<file path="src/rtl/ssbf_pkg.sv">
`default_nettype none

package ssbf_pkg;

   // Timeline and scan geometry
   localparam int unsigned MAX_ROWS    = 65536;
   localparam int unsigned ROW_W       = $clog2(MAX_ROWS);
   localparam int unsigned CNT_W       = ROW_W + 1;
   localparam int unsigned SCAN_WINDOW = 65536;
   localparam int unsigned MAX_SOURCES = 8;
   localparam int unsigned SRC_W       = (MAX_SOURCES > 1) ? $clog2(MAX_SOURCES) : 1;

   // Fixed field widths
   localparam int unsigned MODE_W  = 2;
   localparam int unsigned MASK_W  = 8;
   localparam int unsigned PLAY_W  = 25;
   localparam int unsigned SPAN_W  = PLAY_W;
   localparam int unsigned FROW_W  = 16;
   localparam int unsigned ID_W    = 8;
   localparam int unsigned NSRC_W  = 4;
   localparam int unsigned TABLE_W = 64;
   localparam int unsigned CSR_IDX_W = 2;

   // Request modes
   localparam logic [MODE_W-1:0] MODE_APPEND = 2'd0;
   localparam logic [MODE_W-1:0] MODE_QUERY  = 2'd1;
   localparam logic [MODE_W-1:0] MODE_FORGET = 2'd2;
   localparam logic [MODE_W-1:0] MODE_CLEAR  = 2'd3;

   // Register indexes
   localparam logic [CSR_IDX_W-1:0] CSR_MULTI_SOURCE = 2'd0;
   localparam logic [CSR_IDX_W-1:0] CSR_SOURCE_COUNT = 2'd1;
   localparam logic [CSR_IDX_W-1:0] CSR_ID_TABLE     = 2'd2;

   typedef struct packed {
      logic accept;
      logic start_query;
      logic scan_issue;
      logic latch_pending;
      logic emit_item;
      logic emit_empty;
   } cmd_type;

   typedef struct packed {
      logic is_query;
      logic query_empty;
      logic at_stop;
      logic all_found;
      logic pending_none;
      logic pending_last;
      logic out_free;
   } status_type;

endpackage

`default_nettype wire

</file>
<file path="src/rtl/ssbf_ctrl.sv">
`default_nettype none

module ssbf_ctrl (
   input  wire logic                 clock,
   input  wire logic                 reset,
   input  wire logic                 req_valid,
   output logic                      req_stall,
   input  wire ssbf_pkg::status_type sts,
   output ssbf_pkg::cmd_type         cmd
);

   localparam logic [2:0] ST_IDLE   = 3'd0;
   localparam logic [2:0] ST_SCAN   = 3'd1;
   localparam logic [2:0] ST_DRAIN  = 3'd2;
   localparam logic [2:0] ST_DECIDE = 3'd3;
   localparam logic [2:0] ST_EMIT   = 3'd4;

   logic [2:0] state_ff;
   logic [2:0] state_in;

   always_comb begin
      cmd       = '0;
      state_in  = state_ff;
      req_stall = (state_ff != ST_IDLE);
      unique case (state_ff)
         ST_IDLE: begin
            if (req_valid) begin
               cmd.accept = 1'b1;
               if (sts.is_query) begin
                  cmd.start_query = 1'b1;
                  state_in = sts.query_empty ? ST_EMIT : ST_SCAN;
               end
            end
         end
         ST_SCAN: begin
            // stop early once every tracked source has its row
            if (sts.all_found) begin
               state_in = ST_DECIDE;
            end else begin
               cmd.scan_issue = 1'b1;
               if (sts.at_stop) begin
                  state_in = ST_DRAIN;
               end
            end
         end
         ST_DRAIN: begin
            state_in = ST_DECIDE;
         end
         ST_DECIDE: begin
            cmd.latch_pending = 1'b1;
            state_in = ST_EMIT;
         end
         ST_EMIT: begin
            if (sts.out_free) begin
               if (sts.pending_none) begin
                  cmd.emit_empty = 1'b1;
                  state_in = ST_IDLE;
               end else begin
                  cmd.emit_item = 1'b1;
                  if (sts.pending_last) begin
                     state_in = ST_IDLE;
                  end
               end
            end
         end
         default: begin
            state_in = ST_IDLE;
         end
      endcase
   end

   always_ff @(posedge clock) begin
      if (reset) begin
         state_ff <= ST_IDLE;
      end else begin
         state_ff <= state_in;
      end
   end

endmodule

`default_nettype wire

</file>
<file path="config.mk">
export PLATFORM = sky130hd
export DESIGN_NAME = ssbf_ctrl
export DESIGN_NICKNAME = d
export VERILOG_FILES = /design/src/rtl/ssbf_pkg.sv /design/src/rtl/ssbf_ctrl.sv
export SDC_FILE = /design/constraint.sdc
export NUM_CORES = 1
export LEC_CHECK = 0
export ABC_AREA = 0
export ABC_CLOCK_PERIOD_IN_PS = 1500
export BUFFER_PORTS_ARGS = -buffer_cell sky130_fd_sc_hd__buf_2
export CAP_MARGIN = 5
export CORE_AREA = 4 4 41 43
export DETAILED_ROUTE_END_ITERATION = 16
export DIE_AREA = 0 0 45 47
export GPL_ROUTABILITY_DRIVEN = 0
export PLACE_DENSITY = 0.44
export REMOVE_ABC_BUFFERS = 1
export SLEW_MARGIN = 0
export SYNTH_ARGS = -nofsm -noshare
export SYNTH_HDL_FRONTEND = slang
export SYNTH_SLANG_ARGS = --single-unit
</file>
<file path="constraint.sdc">
create_clock -name clock -period 1.5 [get_ports clock]
set_input_delay 0.075 -clock clock [delete_from_list [all_inputs] [get_ports clock]]
set_output_delay 0.075 -clock clock [all_outputs]
set_load 0.1 [all_outputs]
</file>
=== Word-level counts from Yosys, hierarchy flattened ===
Cells that the tools add are included.

* Bits in registers: 3
* Input port bits: 10
* Logic and storage cells: 32

* Equality and inequality tests: 9
* Muxes and demuxes: 19
* Reductions and logical operators: 3

{| class="wikitable"
|+ Operators by type and width
! operator !! number
|-
| 2-to-1 mux 3 bit || 8
|-
| one-hot mux 3 bit (5 select lines) || 1
|-
| 2-to-1 mux 2 bit || 4
|-
| == test 3 x 2 -> 1 bit (second input constant) || 2
|-
| 2-to-1 mux 1 bit || 6
|-
| inequality test 2 bit (second input constant) || 3
|-
| inequality test 3 bit (second input constant) || 2
|-
| AND reduction 5 bit || 1
|-
| == test 3 x 1 -> 1 bit (second input constant) || 1
|-
| == test 3 bit (second input constant) || 1
|-
| zero test 3 bit || 1
|-
| nonzero test 3 bit || 1
|}

=== Logic depth before layout (Yosys ltp) ===
* Word-level depth: 4
* Mapped depth: 3
* Gate-level depth less buffers: 3

=== Worst setup path before layout ===
Ideal clock, no wire load.

* Path type: register -> output
* Start point: register state_ff[2]
* End point: output cmd[4] (netlist name)
* Arrival: 2451 ps
* Path slack: -1026 ps
* Stages on the path, launching flop included: 4
* Cells stage by stage: dfxtp_1 > nor3_1 > inv_1 > nor2_1

{| class="wikitable"
|+ RTL lines
! what !! RTL line !! source
|-
| from (decl) || ssbf_ctrl.sv:18 || <nowiki>logic [2:0] state_ff;</nowiki>
|-
| from (signal assigned) || ssbf_ctrl.sv:76 || <nowiki>state_ff <= state_in;</nowiki>
|-
| to (decl) || ssbf_ctrl.sv:9 || <nowiki>output ssbf_pkg::cmd_type cmd</nowiki>
|}

==> flow_summary_export.csv <==
group,metric,value,unit
run_status,outcome,"completed",
timing,setup_tns,0,ns
layout,multiInputGateArea,148.9,um2
timing,finClkSkew,0.004644,ns
routing,via_count,284,
routing,drc,0,
pwr,vdd.ir_drop.worst,0.0005739,V
job,max_cap_viol_count,0,
grt,maximum_number_of_pins_on_one_net_before_global_route_repair,8,
pwr,power_density,1118,nW/um2
timing,worst-slew-pin-transition,0.4840,ns
die,floorplan.die.width,45,um
clock_tree,clock_path_buffers,2,
critical_path,timing.reg2reg.worst_path_depth,4,
clock_tree,total_cts_buffers,3,
timing,fin_hold_ws,0.05594,ns
die,area_enclosed_by_the_die_boundary,2115,um2
placed_design,io_buffers,16,
die,core_area,1301,um2
layout,finalNetCount,59,
routing,drt_iter0_drc,4,
layout,finalInstanceArea,424.2,um2
layout,nFillCells,150,
grt,first_global_vias,260,
layout,most_common_library_cell_in_the_layout_ignoring_fill_and_taps,"sky130_fd_sc_hd__buf_2",
timing,drv_slew,0,
critical_path,path_cells,"and3b_2 > buf_2",
grt,global_route_wire_length_before_repair,1021,um
layout,syn2layout_area_growth,103.0,%
synth,yosysTopAreaCell,"sky130_fd_sc_hd__dfxtp_1",
timing,setup_repair_after_global_routing_missed_its_margin,"no",
pwr,power.total,0.0004742,W
critical_path,timing.critical_path.fanout_max,7,
routing,avgRoutedWirePerCell,10.02,um
clock_tree,clock_insertion_delay_worst_skew,0.24,ns
synth,synth_seq_area_share,28.74,%
worst_hold_path,holdPathStages,2,
synth,syn-instance-count,27,
layout,largest_reg_flops,3,
die,initial_core_util,16.06,%
clock_tree,post_cts.repair.setup_buffers,0,
critical_path,critPathLaunchType,"flip-flop",
synth,yosysUniqueCellTypes,19,
layout,layout-drive-gt1-share,52.08,%
placed_design,postPlaceCellArea,390.4,um2
timing,min_period,1.415,ns
critical_path,crit_buf_inv,1,
die,number_of_rows_created_at_floorplan,13,
pwr,p_leak,0.1910,nW
routing,route.final.wire_length,631,um
worst_hold_path,worst_hold_path_type,"in2reg",
layout,post_layout_nonfiller_instances,63,
grt,antenna_violations_before_repair,0,
clock_tree,cts_hold_buffers,0,
critical_path,regToRegSetupSlack,0.37,ns
die,floorplan.die.height,47,um
critical_path,path_delay_family,"flip-flops",
clock_tree,tritoncts,"yes",
timing,fmax,706.7,MHz
routing,vias_per_cell,4.508,
worst_hold_path,hold_path.startpoint,"reset",
critical_path,timing.critical_path.slowest_cell_delay,0.44,ns
grt,congestion_overflow_gr,0,
critical_path,crit_path_slowest_cell,"sky130_fd_sc_hd__dfxtp_1",
routing,antenna_left,0,
worst_hold_path,hold_end,"state_ff[1]$_SDFFE_PP0P_",
synth,synth_area,209.0,um2
placed_design,dp_hpwl,520.2,um
timing,fin_crit_sh,94.33,%
synth,yosys.area.top_type_share,28.74,%
clock_tree,cts.repair.resized,0,
clock_tree,clock_pin_slew_reported_for_the_worst_setup_and_hold_paths_after_clock_tree_synthesis,0.04,ns
synth,yosys_register_bits,3,
die,io-pin-count,17,
critical_path,path_class,"reg2out",
layout,final_cell_mix,"sky130_fd_sc_hd__buf_2, sky130_fd_sc_hd__buf_12, sky130_fd_sc_hd__nor2_1",
timing,max_slew_margin,67.96,%
clock_tree,clk_root_buffer_cell,"sky130_fd_sc_hd__clkbuf_4",
layout,antenna-diode-count,0,
grt,grt_use_total,7.109,%
clock_tree,cts_sinks,3,
layout,largest-register,"state_ff",
critical_path,required,1.42,ns
clock_tree,clock_tree.htree_level_count,1,
timing,setup_viol,0,
critical_path,worst_r2r_endpoint,"state_ff[0]$_SDFFE_PP0P_",
synth,yosys_warnings,0,
layout,area.sequential,60.06,um2
placed_design,placed_cells_incl_taps,59,
routing,dr.pass1.iters,4,
synth,ys_top_cells_by_area,"sky130_fd_sc_hd__dfxtp_1, sky130_fd_sc_hd__nor2_1, sky130_fd_sc_hd__nor4b_2, sky130_fd_sc_hd__and3b_2, sky130_fd_sc_hd__mux2i_1",
timing,final-hold-violation-count,0,
layout,reg_top3,"state_ff: 3 flops",
synth,post_synth.cell_area_avg,7.739,um2
critical_path,r2r_start,"state_ff[1]$_SDFFE_PP0P_",
critical_path,timing.critical_path.to_type,"primary output",
critical_path,worstPathArrival,1.34,ns
==> worst register-to-register path: stages, from the launching register on <==
cell and delay (ns):
sky130_fd_sc_hd__dfxtp_1 0.44, sky130_fd_sc_hd__nor2_1 0.10, sky130_fd_sc_hd__buf_4 0.15, sky130_fd_sc_hd__a211oi_1 0.21
sky130_fd_sc_hd__a22o_1 0.17
==> per-layer routing <==
| metal | track usage [%] | share of wire, % |
|---|---|---|
| met1 | 7.500 | 41 |
| met2 | 9.322 | 41 |
| met3 | 3.448 | 15 |
| met4 | 8.772 | 2.7 |
| met5 | 0 | 0 |
==> stage by stage <==
step                      utilization (%)  worst slack (ns)
after floorplan                         -            -1.026
after global placement              30.00            0.2909
after detailed placement            30.00            0.2971
after CTS                           32.02           0.03896
after global routing                32.60           0.01544
final                               32.60           0.08502
==> cell families after synthesis <==
family / share of synthesized area [%]
AND/OR/NAND/NOR: 38.92
AO/OA/AOI/OAI: 23.95
flip-flops: 28.74
buffers and inverters: 3.594
multiplexers: 4.791
==> power by group <==
part	switching, W	internal, W
sequential	0.0000126	0.0000871
clock	0.0000460	0.000100
combinational	0.000152	0.0000767
==> worst max path at each step <==
stage	endpoint	cells after the start	slack (ns)	startpoint
3_5_place_dp	cmd[4]	4	0.30	state_ff[2]$_SDFFE_PP0P_
3_3_place_gp	cmd[4]	4	0.29	state_ff[2]$_SDFFE_PP0P_
5_1_grt	cmd[1]	4	0.02	state_ff[0]$_SDFFE_PP0P_
2_1_floorplan	cmd[4]	3	-1.03	state_ff[2]$_SDFFE_PP0P_
6_report	cmd[2]	2	0.09	state_ff[1]$_SDFFE_PP0P_
4_1_cts	cmd[4]	4	0.04	state_ff[2]$_SDFFE_PP0P_
==> cells in the mapped netlist <==
| cell | number |
|---|---|
| sky130_fd_sc_hd__and2_1 | 1 |
| sky130_fd_sc_hd__nand3_1 | 1 |
| sky130_fd_sc_hd__nand2b_1 | 1 |
| sky130_fd_sc_hd__a22o_1 | 1 |
| sky130_fd_sc_hd__inv_1 | 2 |
| sky130_fd_sc_hd__nor3_1 | 2 |
| sky130_fd_sc_hd__o21ba_2 | 1 |
| sky130_fd_sc_hd__nor4b_2 | 1 |
| sky130_fd_sc_hd__a22oi_1 | 1 |
| sky130_fd_sc_hd__and3b_2 | 1 |
| sky130_fd_sc_hd__dfxtp_1 | 3 |
| sky130_fd_sc_hd__a21oi_1 | 1 |
| sky130_fd_sc_hd__nand2_1 | 1 |
| sky130_fd_sc_hd__a31oi_1 | 1 |
| sky130_fd_sc_hd__nand4_1 | 1 |
| sky130_fd_sc_hd__a211oi_1 | 1 |
| sky130_fd_sc_hd__o21ai_0 | 1 |
| sky130_fd_sc_hd__nor2_1 | 5 |
| sky130_fd_sc_hd__mux2i_1 | 1 |
==> cell type report <==
type	instances	share of cell area (%)
Clock buffer	4	6.195
Inverter	2	1.770
Multi-Input combinational cell	22	35.10
Sequential cell	3	14.16
Tap cell	15	4.425
Timing Repair Buffer	17	38.35
(Power assumes the default switching activity.)
